--- config.mk ---
export PLATFORM = sky130hd
export DESIGN_NAME = pid_controller_clamped
export DESIGN_NICKNAME = d
export VERILOG_FILES = /design/src/hdl/pidc_pkg.sv /design/src/hdl/pid_controller_clamped.sv /design/src/hdl/pidc_mul.sv
export SDC_FILE = /design/constraint.sdc
export NUM_CORES = 2
export LEC_CHECK = 0
export BUFFER_PORTS_ARGS = -buffer_cell sky130_fd_sc_hd__buf_2
export CAP_MARGIN = 20
export CORE_ASPECT_RATIO = 0.8
export CORE_MARGIN = 2
export CORE_UTILIZATION = 60
export CTS_CLUSTER_SIZE = 16
export DETAILED_ROUTE_END_ITERATION = 8
export GPL_TIMING_DRIVEN = 0
export PLACE_DENSITY = 0.77
export SETUP_SLACK_MARGIN = 0.02
export SLEW_MARGIN = 25
export SYNTH_ARGS = -nofsm -noshare
export SYNTH_HDL_FRONTEND = slang
export SYNTH_SLANG_ARGS = --single-unit
--- constraint.sdc ---
create_clock -name clk -period 28.4 [get_ports clk]
set_clock_uncertainty 0.1 [all_clocks]
set_input_delay 0 -clock clk [delete_from_list [all_inputs] [get_ports clk]]
set_output_delay 0 -clock clk [all_outputs]
set_load 0.03 [all_outputs]
--- src/hdl/pidc_pkg.sv ---
// Shared types and constants for the clamped PID controller.
package pidc_pkg;

  localparam int DataW = 32;
  localparam int LimW = 31;
  localparam int AccW = 72;
  localparam int CntW = 6;
  localparam logic [16:0] LeakNum = 17'd64881;
  localparam int LeakShift = 16;

  typedef enum logic [2:0] {
    RegPropGain  = 3'd0,
    RegIntegGain = 3'd1,
    RegDerivGain = 3'd2,
    RegDeadBand  = 3'd3,
    RegSepLimit  = 3'd4,
    RegSumLimit  = 3'd5,
    RegOutLimit  = 3'd6,
    RegLeakEn    = 3'd7
  } reg_index_t;

  typedef enum logic [2:0] {
    StIdle,
    StLeak,
    StProp,
    StInteg,
    StDeriv,
    StOut
  } state_t;

  // Multiplier handshake between sequencer and serial unit.
  typedef struct packed {
    logic start;
    logic busy;
  } mul_ctl_t;

endpackage

--- src/hdl/pid_controller_clamped.sv ---
// Clamped positional PID controller top level.
// Usage: feed setpoint/feedback items on the s_axis channel; each accepted
// item yields one item on m_axis carrying drive and the dead-banded error.
// Configuration writes go through cfg_wen/cfg_index/cfg_data while idle.
// Arithmetic runs through one bit-serial 33x33 multiplier; each product
// state launches it, waits through its shift-add steps and then takes
// the completion. Each item needs three products (proportional,
// integral, derivative) plus a fourth for the leak when it is enabled.
// The result goes to the output register after StOut. An item is taken
// only when the previous one has been fully processed, so a new item is
// not taken while one is still in work.
// The result sits in an output register; a new item may be accepted while
// it waits, but its result is held back until the old one is taken, and
// the input stalls until then.
// Reset (rst, synchronous) clears the error sum, previous error, the
// registers to their defaults and empties the output register.
// A stalled receiver holds tdata/tvalid steady.
module pid_controller_clamped #(
  parameter int FRAC_BITS = 16
) (
  input  logic        clk,
  input  logic        rst,
  input  logic        s_axis_tvalid,
  output logic        s_axis_tready,
  input  logic [63:0] s_axis_tdata,   // setpoint[31:0], feedback[63:32]
  output logic        m_axis_tvalid,
  input  logic        m_axis_tready,
  output logic [63:0] m_axis_tdata,   // drive[31:0], error_value[63:32]
  input  logic        cfg_wen,
  input  logic [2:0]  cfg_index,
  input  logic [31:0] cfg_data
);

  logic signed [31:0] prop_gain, integ_gain, deriv_gain;
  logic [30:0] dead_band, sep_limit, sum_limit, out_limit;
  logic        leak_en;
  logic signed [31:0] error_sum, prev_error;
  logic signed [33:0] slim;
  logic signed [67:0] olim;

  pidc_pkg::state_t state, state_next;
  logic signed [31:0] err;
  logic signed [33:0] sum_w;
  logic signed [67:0] total;
  logic               pend;     // finished result waiting for output reg
  logic signed [31:0] res_drive, res_err;
  logic               go;

  logic               mstart;
  logic signed [32:0] mcand;
  logic        [32:0] mplier;
  pidc_pkg::mul_ctl_t mctl;
  logic signed [65:0] prod;
  logic               mul_done;

  // Configuration writes.
  always_ff @(posedge clk) begin
    if (rst) begin
      prop_gain <= '0; integ_gain <= '0; deriv_gain <= '0; dead_band <= '0;
      sep_limit <= '1; sum_limit <= '1; out_limit <= '1; leak_en <= 1'b0;
    end else if (cfg_wen) begin
      case (cfg_index)
        pidc_pkg::RegPropGain:  prop_gain  <= cfg_data;
        pidc_pkg::RegIntegGain: integ_gain <= cfg_data;
        pidc_pkg::RegDerivGain: deriv_gain <= cfg_data;
        pidc_pkg::RegDeadBand:  dead_band  <= cfg_data[30:0];
        pidc_pkg::RegSepLimit:  sep_limit  <= cfg_data[30:0];
        pidc_pkg::RegSumLimit:  sum_limit  <= cfg_data[30:0];
        pidc_pkg::RegOutLimit:  out_limit  <= cfg_data[30:0];
        pidc_pkg::RegLeakEn:    leak_en    <= cfg_data[0];
        default: ;
      endcase
    end
  end

  // Limits as positive signed values for the clamps.
  assign slim = signed'(34'(sum_limit));
  assign olim = signed'(68'(out_limit));

  // Error front end, computed on the input item.
  logic signed [32:0] diff;
  logic signed [31:0] esat, edb;
  logic        [31:0] emag;
  logic signed [33:0] sum_add;
  always_comb begin
    diff = 33'(signed'(s_axis_tdata[31:0])) - 33'(signed'(s_axis_tdata[63:32]));
    if (diff > 33'sh07FFFFFFF) esat = 32'sh7FFFFFFF;
    else if (diff < -33'sh080000000) esat = 32'sh80000000;
    else esat = diff[31:0];
    emag = esat[31] ? 32'(-33'(esat)) : 32'(esat);
    edb  = (emag <= {1'b0, dead_band}) ? 32'sd0 : esat;
    emag = (emag <= {1'b0, dead_band}) ? 32'd0 : emag;
    sum_add = 34'(error_sum) + ((emag < {1'b0, sep_limit}) ? 34'(edb) : 34'sd0);
  end

  assign go = s_axis_tvalid && s_axis_tready;
  assign s_axis_tready = (state == pidc_pkg::StIdle) && !pend;

  pidc_mul u_mul (
    .clk(clk), .rst(rst), .start(mstart), .mcand(mcand), .mplier(mplier),
    .ctl(mctl), .product(prod)
  );

  logic busy_q;
  always_ff @(posedge clk) begin
    if (rst) busy_q <= 1'b0;
    else busy_q <= mctl.busy;
  end
  assign mul_done = busy_q && !mctl.busy;

  logic [33:0] smag;
  logic signed [33:0] sum_cl;
  logic signed [67:0] term;
  always_comb begin
    smag = sum_w[33] ? 34'(-sum_w) : sum_w;
    // floor shift of product
    term = 68'(prod) >>> FRAC_BITS;
    if (sum_w > slim) sum_cl = slim;
    else if (sum_w < -slim) sum_cl = -slim;
    else sum_cl = sum_w;
  end

  // Next state.
  always_comb begin
    state_next = state;
    case (state)
      pidc_pkg::StIdle:  if (go) state_next = pidc_pkg::StLeak;
      pidc_pkg::StLeak:  if (!leak_en || mul_done) state_next = pidc_pkg::StProp;
      pidc_pkg::StProp:  if (mul_done) state_next = pidc_pkg::StInteg;
      pidc_pkg::StInteg: if (mul_done) state_next = pidc_pkg::StDeriv;
      pidc_pkg::StDeriv: if (mul_done) state_next = pidc_pkg::StOut;
      pidc_pkg::StOut:   state_next = pidc_pkg::StIdle;
      default:           state_next = pidc_pkg::StIdle;
    endcase
  end

  // Multiplier launch: start on entry to each product state.
  always_comb begin
    mstart = 1'b0;
    mcand  = '0;
    mplier = '0;
    case (state)
      pidc_pkg::StLeak: begin
        mstart = leak_en && !mctl.busy && !busy_q;
        mcand  = 33'(smag[32:0]);
        mplier = 33'(pidc_pkg::LeakNum);
      end
      pidc_pkg::StProp: begin
        mstart = !mctl.busy && !busy_q;
        mcand  = 33'(prop_gain);
        mplier = 33'(err);
      end
      pidc_pkg::StInteg: begin
        mstart = !mctl.busy && !busy_q;
        mcand  = 33'(integ_gain);
        mplier = 33'(error_sum);
      end
      pidc_pkg::StDeriv: begin
        mstart = !mctl.busy && !busy_q;
        mcand  = 33'(deriv_gain);
        mplier = 33'(err) - 33'(prev_error);
      end
      default: ;
    endcase
  end

  // Datapath registers.
  always_ff @(posedge clk) begin
    if (rst) begin
      state      <= pidc_pkg::StIdle;
      error_sum  <= '0;
      prev_error <= '0;
      pend       <= 1'b0;
      m_axis_tvalid <= 1'b0;
    end else begin
      state <= state_next;
      if (go) begin
        err   <= edb;
        sum_w <= sum_add;
        total <= '0;
      end
      case (state)
        pidc_pkg::StLeak: begin
          if (!leak_en) error_sum <= sum_cl[31:0];
          else if (mul_done) begin
            if (sum_w[33]) begin
              sum_w <= -34'(prod >>> pidc_pkg::LeakShift);
              error_sum <= 32'(-34'(prod >>> pidc_pkg::LeakShift) < -slim
                ? -slim : -34'(prod >>> pidc_pkg::LeakShift));
            end else begin
              sum_w <= 34'(prod >>> pidc_pkg::LeakShift);
              error_sum <= 32'(34'(prod >>> pidc_pkg::LeakShift) > slim
                ? slim : 34'(prod >>> pidc_pkg::LeakShift));
            end
          end
        end
        pidc_pkg::StProp, pidc_pkg::StInteg, pidc_pkg::StDeriv:
          if (mul_done) total <= total + term;
        pidc_pkg::StOut: begin
          if (total > olim) res_drive <= 32'(out_limit);
          else if (total < -olim) res_drive <= -32'(out_limit);
          else res_drive <= total[31:0];
          res_err    <= err;
          prev_error <= err;
          pend       <= 1'b1;
        end
        default: ;
      endcase
      // Load the output register or drop a taken item.
      if (pend && (!m_axis_tvalid || m_axis_tready)) begin
        m_axis_tdata  <= {res_err, res_drive};
        m_axis_tvalid <= 1'b1;
        pend          <= 1'b0;
      end else if (m_axis_tvalid && m_axis_tready) begin
        m_axis_tvalid <= 1'b0;
      end
    end
  end

  // Checks.
  a_no_accept_busy: assert property (@(posedge clk) disable iff (rst)
    (state != pidc_pkg::StIdle) |-> !s_axis_tready) else $error("accept while busy");
  a_hold_out: assert property (@(posedge clk) disable iff (rst)
    (m_axis_tvalid && !m_axis_tready) |=> m_axis_tvalid) else $error("output dropped");
  a_out_from_done: assert property (@(posedge clk) disable iff (rst)
    (state == pidc_pkg::StOut) |=> pend) else $error("result lost");

endmodule

--- src/hdl/pidc_mul.sv ---
// Bit-serial signed multiplier, one multiplier bit per cycle.
module pidc_mul (
  input  logic                        clk,
  input  logic                        rst,
  input  logic                        start,
  input  logic signed [32:0]          mcand,
  input  logic        [32:0]          mplier,
  output pidc_pkg::mul_ctl_t          ctl,
  output logic signed [65:0]          product
);

  logic signed [65:0] acc;
  logic        [32:0] mq;
  logic signed [32:0] md;
  logic        [5:0]  cnt;
  logic               busy;

  // Shift-and-add; the top multiplier bit carries negative weight.
  always_ff @(posedge clk) begin
    if (rst) begin
      busy <= 1'b0;
      cnt  <= '0;
    end else if (start) begin
      busy <= 1'b1;
      cnt  <= 6'd0;
      acc  <= '0;
      mq   <= mplier;
      md   <= mcand;
    end else if (busy) begin
      if (mq[0]) begin
        if (cnt == 6'd32) acc <= acc - (66'(md) <<< cnt);
        else acc <= acc + (66'(md) <<< cnt);
      end
      mq  <= mq >> 1;
      cnt <= cnt + 6'd1;
      if (cnt == 6'd32) busy <= 1'b0;
    end
  end

  assign product   = acc;
  assign ctl.start = start;
  assign ctl.busy  = busy;

endmodule

==> impl_metrics.prom <==
# TYPE chip_impl_metric gauge
chip_impl_info{name="outcome",value="complete, no violations"} 1
chip_impl_metric{name="worst_pin_slew",unit="ns"} 1.34
chip_impl_metric{name="synthesis.nets",unit=""} 7557
chip_impl_metric{name="setup_viol",unit=""} 0
chip_impl_metric{name="dr_wl_met2",unit="mm"} 91.3
chip_impl_info{name="ctsRootBufferMaster",value="sky130_fd_sc_hd__clkbuf_16"} 1
chip_impl_metric{name="global_route_wire_length_before_repair",unit="mm"} 350
chip_impl_metric{name="dr.first_iter.drc_count",unit=""} 10100
chip_impl_metric{name="insertion_delay_to_the_later_sink_of_the_worst_skew_pair",unit="ns"} 0.71
chip_impl_metric{name="synth-adder-area-share",unit="%"} 11.5
chip_impl_metric{name="ys.warnings.count",unit=""} 0
chip_impl_metric{name="post_dr_wirelength_cell",unit="um"} 28.0
chip_impl_metric{name="buffers_inserted_during_post_cts_setup_optimization",unit=""} 0
chip_impl_metric{name="async_reset_ff_share",unit="%"} 0
chip_impl_metric{name="finalWirelength",unit="mm"} 241
chip_impl_info{name="largest_family_of_logic_cells_by_synthesized_area",value="compound AO/OA/AOI/OAI gates"} 1
chip_impl_info{name="worst_path_max_delay_cell",value="sky130_fd_sc_hd__a2111oi_0"} 1
chip_impl_metric{name="min_period_over_period",unit="%"} 59.6
chip_impl_metric{name="total_power",unit="mW"} 4.13
chip_impl_metric{name="critical_path_cell_count",unit=""} 57
chip_impl_info{name="cp-start-kind",value="input pin"} 1
chip_impl_metric{name="antenna_found_initial",unit=""} 19
chip_impl_info{name="topRoutingLayerUsed",value="met5"} 1
chip_impl_metric{name="max_slew_margin",unit="%"} 10.8
chip_impl_metric{name="die_area",unit="mm^2"} 0.0994
chip_impl_metric{name="reg2reg_depth",unit=""} 41
chip_impl_metric{name="fp.dieW",unit="um"} 352
chip_impl_metric{name="viasPerCell",unit=""} 7.01
chip_impl_metric{name="synth_cells",unit=""} 6924
chip_impl_metric{name="drc",unit=""} 0
chip_impl_metric{name="critPathRequiredTime",unit="ns"} 28.74
chip_impl_metric{name="chipHeight",unit="um"} 282
chip_impl_info{name="rsz0062_at_grt",value="no"} 1
chip_impl_info{name="mostFrequentLayoutCell",value="sky130_fd_sc_hd__nand2_1"} 1
chip_impl_info{name="r2r-start",value="dead_band[1]"} 1
chip_impl_info{name="worstSetupEndpoint",value="sum_w[28]"} 1
chip_impl_metric{name="clk_transition_reported_paths",unit="ns"} 0.07
chip_impl_metric{name="overflow_left_after_global_routing",unit=""} 0
chip_impl_metric{name="cts.htree.levels",unit=""} 3
chip_impl_metric{name="dp_hpwl",unit="mm"} 187
chip_impl_metric{name="drt.antenna.violating_nets",unit=""} 0
chip_impl_metric{name="leakage_power",unit="nW"} 25.5
chip_impl_metric{name="synthMuxAreaShare",unit="%"} 5.57
chip_impl_metric{name="yosys_register_bits",unit=""} 692
chip_impl_metric{name="m1WireLength",unit="mm"} 96.4
chip_impl_metric{name="synth-xor-area-share",unit="%"} 6.08
chip_impl_info{name="worst_r2r_endpoint",value="sum_w[28]"} 1
chip_impl_metric{name="synth_edf_count",unit=""} 394
chip_impl_metric{name="port_buffers",unit=""} 165
chip_impl_metric{name="detail_route.first_pass.iterations",unit=""} 9
chip_impl_metric{name="area_growth",unit="%"} 10.4
chip_impl_metric{name="maximum_buffer_depth_of_the_clock_tree",unit=""} 3
chip_impl_metric{name="layout.nets",unit=""} 7862
chip_impl_metric{name="complex_gate_fraction_of_the_synthesized_area",unit="%"} 23.8
chip_impl_metric{name="fmax",unit="GHz"} 0.0591
chip_impl_metric{name="synthSimpleGateAreaFrac",unit="%"} 17.7
chip_impl_metric{name="final_max_slew_viol_count",unit=""} 0
chip_impl_metric{name="cts.sinks",unit=""} 692
chip_impl_metric{name="syn_avg_cell_area",unit="um^2"} 8.39
chip_impl_metric{name="peakVddDrop",unit="V"} 0.0000576
chip_impl_metric{name="cts_made_buffers",unit=""} 76
chip_impl_metric{name="timing_hold_violations_final",unit=""} 0
chip_impl_metric{name="seq_area_frac_synth",unit="%"} 30.6
chip_impl_metric{name="power_density",unit="mW/mm^2"} 64.4
chip_impl_metric{name="route.vias.total",unit=""} 60400
chip_impl_metric{name="dpl-instance-area",unit="mm^2"} 0.0610
chip_impl_metric{name="detailroute.wirelength.met3",unit="mm"} 41.9
chip_impl_metric{name="maxCapViolations",unit=""} 0
chip_impl_metric{name="row_count",unit=""} 102
chip_impl_metric{name="first_global_vias",unit=""} 54400
chip_impl_metric{name="cts_resized",unit=""} 0
chip_impl_metric{name="initial_core_util",unit="%"} 60.3
chip_impl_info{name="most_common_flop_cell_mapped_by_yosys",value="sky130_fd_sc_hd__edfxtp_1"} 1
chip_impl_metric{name="count_of_placed_standard_cells_including_taps",unit=""} 8406
chip_impl_info{name="min_from",value="rst"} 1
chip_impl_metric{name="timing.critical_path.slowest_cell_delay",unit="ns"} 0.92
chip_impl_metric{name="area_of_the_mapped_netlist",unit="mm^2"} 0.0581
chip_impl_metric{name="crit_buf_inv",unit=""} 8
chip_impl_info{name="critical-path-top-cell-by-count",value="sky130_fd_sc_hd__o21ai_0"} 1
chip_impl_info{name="endpoint_kind",value="flip-flop"} 1
chip_impl_info{name="worstHoldPathType",value="input pin to flip-flop"} 1
chip_impl_info{name="final_cell_mix",value="sky130_fd_sc_hd__nand2_1 (833), sky130_fd_sc_hd__a21oi_1 (609), sky130_fd_sc_hd__ha_1 (524), sky130_fd_sc_hd__nor2_1 (502), sky130_fd_sc_hd__o21ai_0 (413)"} 1
chip_impl_metric{name="crit_path_max_fanout",unit=""} 10
chip_impl_metric{name="finalWorstPathRequiredPeriod",unit="ns"} 16.92
chip_impl_metric{name="tns",unit="ns"} 0
chip_impl_metric{name="final_cells",unit=""} 8610
chip_impl_metric{name="grt_util_all_layers",unit="%"} 46.7
chip_impl_metric{name="final_core_util",unit="%"} 66.6
chip_impl_metric{name="num_io_pins",unit=""} 170
chip_impl_metric{name="layout.cell_area.non_filler",unit="mm^2"} 0.0641
chip_impl_metric{name="rd_place_congestion",unit=""} 1.13
chip_impl_info{name="tritoncts",value="done"} 1
chip_impl_metric{name="placeableCoreArea",unit="mm^2"} 0.0964
chip_impl_metric{name="synth.lib_cells_used.distinct",unit=""} 107
chip_impl_info{name="critPathTopFamily",value="compound AO/OA/AOI/OAI gates"} 1
chip_impl_info{name="type_of_the_setup_path_with_the_least_slack",value="input pin to flip-flop"} 1
chip_impl_metric{name="worst_ep_arrival_time",unit="ns"} 17.26
chip_impl_metric{name="layout-drive-gt1-share",unit="%"} 7.31
chip_impl_metric{name="worst-r2r-setup-slack",unit="ns"} 16.81
chip_impl_metric{name="pin_count_of_the_biggest_net_entering_global_routing",unit=""} 54
chip_impl_info{name="worstSetupStartpoint",value="s_axis_tdata[8]"} 1
==> cells in the mapped netlist, types with 31 or more instances <==
cell	count	share of area, %
sky130_fd_sc_hd__and3_1	47	0.51
sky130_fd_sc_hd__xor2_1	172	2.6
sky130_fd_sc_hd__o31ai_1	51	0.66
sky130_fd_sc_hd__edfxtp_1	394	20
sky130_fd_sc_hd__o22ai_1	57	0.61
sky130_fd_sc_hd__a21oi_1	615	5.3
sky130_fd_sc_hd__nand2b_1	89	0.96
sky130_fd_sc_hd__inv_1	298	1.9
sky130_fd_sc_hd__nor4_1	40	0.43
sky130_fd_sc_hd__nor2b_1	91	0.98
sky130_fd_sc_hd__nor3_1	130	1.1
sky130_fd_sc_hd__o211ai_1	130	1.7
sky130_fd_sc_hd__mux4_2	45	1.7
sky130_fd_sc_hd__and2_1	63	0.68
sky130_fd_sc_hd__o221ai_1	70	1.1
sky130_fd_sc_hd__dfxtp_1	298	10
sky130_fd_sc_hd__a22oi_1	68	0.88
sky130_fd_sc_hd__o21ai_0	418	3.6
sky130_fd_sc_hd__nor2_1	509	3.3
sky130_fd_sc_hd__mux2_2	49	0.95
sky130_fd_sc_hd__clkbuf_1	337	2.2
sky130_fd_sc_hd__or3_1	49	0.53
sky130_fd_sc_hd__nand4_1	107	1.2
sky130_fd_sc_hd__ha_1	524	11
sky130_fd_sc_hd__o21bai_1	32	0.41
sky130_fd_sc_hd__mux2i_1	146	2.5
sky130_fd_sc_hd__a211oi_1	74	0.96
sky130_fd_sc_hd__buf_1	31	0.20
sky130_fd_sc_hd__a31oi_1	69	0.74
sky130_fd_sc_hd__nand3_1	139	1.2
sky130_fd_sc_hd__nand2_1	833	5.4
sky130_fd_sc_hd__xnor2_1	231	3.5
sky130_fd_sc_hd__a21o_1	218	2.8
sky130_fd_sc_hd__o21a_1	59	0.76
==> worst min path at each step <==
stage | end | slack [ns] | cells after the start
6_report | error_sum[12] | 0.09 | 4
5_1_grt | error_sum[10] | 0.03 | 4
4_1_cts | error_sum[8] | 0.01 | 4
3_5_place_dp | prop_gain[31] | 0.20 | 3
3_3_place_gp | prop_gain[31] | 0.19 | 3
2_1_floorplan | deriv_gain[10] | 0.04 | 2
==> stage by stage <==
stage,setup WS [ns],hold WS (ns)
after global placement,11.11,0.194
after floorplan,15.96,0.0360
after global routing,11.08,0.0321
final,11.48,0.0890
after CTS,12.64,0.0147
after detailed placement,11.97,0.200
==> registers in the layout, indices dropped and copies added (netlist names), 33 cells and up <==
name           flops
u_mul.md          33
u_mul.product     66
sum_w             34
u_mul.mq          33
m_axis_tdata      64
total             68
==> metal layers <==
metal | track usage, % | vias up
li1 | - | 26300
met1 | 65.0 | 28600
met2 | 62.3 | 4695
met3 | 20.4 | 784
met4 | 18.6 | 22
met5 | 2.67 | -
==> cells by family (layout without fill, tap and decap cells) <==
| logic type | count (synthesis) | in the layout |
|---|---|---|
| buffers and inverters | 704 | 1072 |
| and+or+nand+nor | 2208 | 2208 |
| adders and majority gates | 531 | 531 |
| other | 0 | 18 |
| DFF | 692 | 692 |
| xor gates and xnor gates | 403 | 403 |
| AOI/OAI and AO/OA | 2138 | 2138 |
| muxes | 248 | 248 |
==> power breakdown <==
part | switching [mW] | internal [mW] | total (mW)
logic | 1.14 | 0.600 | 1.74
registers | 0.140 | 1.17 | 1.31
clock network | 0.470 | 0.605 | 1.08
total | 1.75 | 2.38 | 4.13
==> final cells by class <==
| type | instances | area [um^2] |
|---|---|---|
| multi-input combinational | 5528 | 37800 |
| fill | 7984 | 32200 |
| sequential | 692 | 17800 |
| clock buffer | 98 | 2080 |
| tap | 1300 | 1630 |
| buffer | 399 | 1600 |
| timing repair buffer | 227 | 1550 |
| inverter | 305 | 1140 |
| clock inverter | 43 | 538 |
| antenna | 18 | 45.0 |
==> what timing repair did <==
| action | in CTS | in global routing |
|---|---|---|
| hold buffers | 44 | 0 |
| setup endpoints to repair | 0 | 0 |
| hold endpoints to repair | 234 | 0 |
==> tightest hold or removal path, cell delays in order <==
cell,delay [ns]
sky130_fd_sc_hd__clkbuf_1,0.37
sky130_fd_sc_hd__nor2_1,0.27
sky130_fd_sc_hd__o221ai_1,0.11
sky130_fd_sc_hd__o31ai_1,0.08
Note: power is estimated with default switching activity, not from simulation.
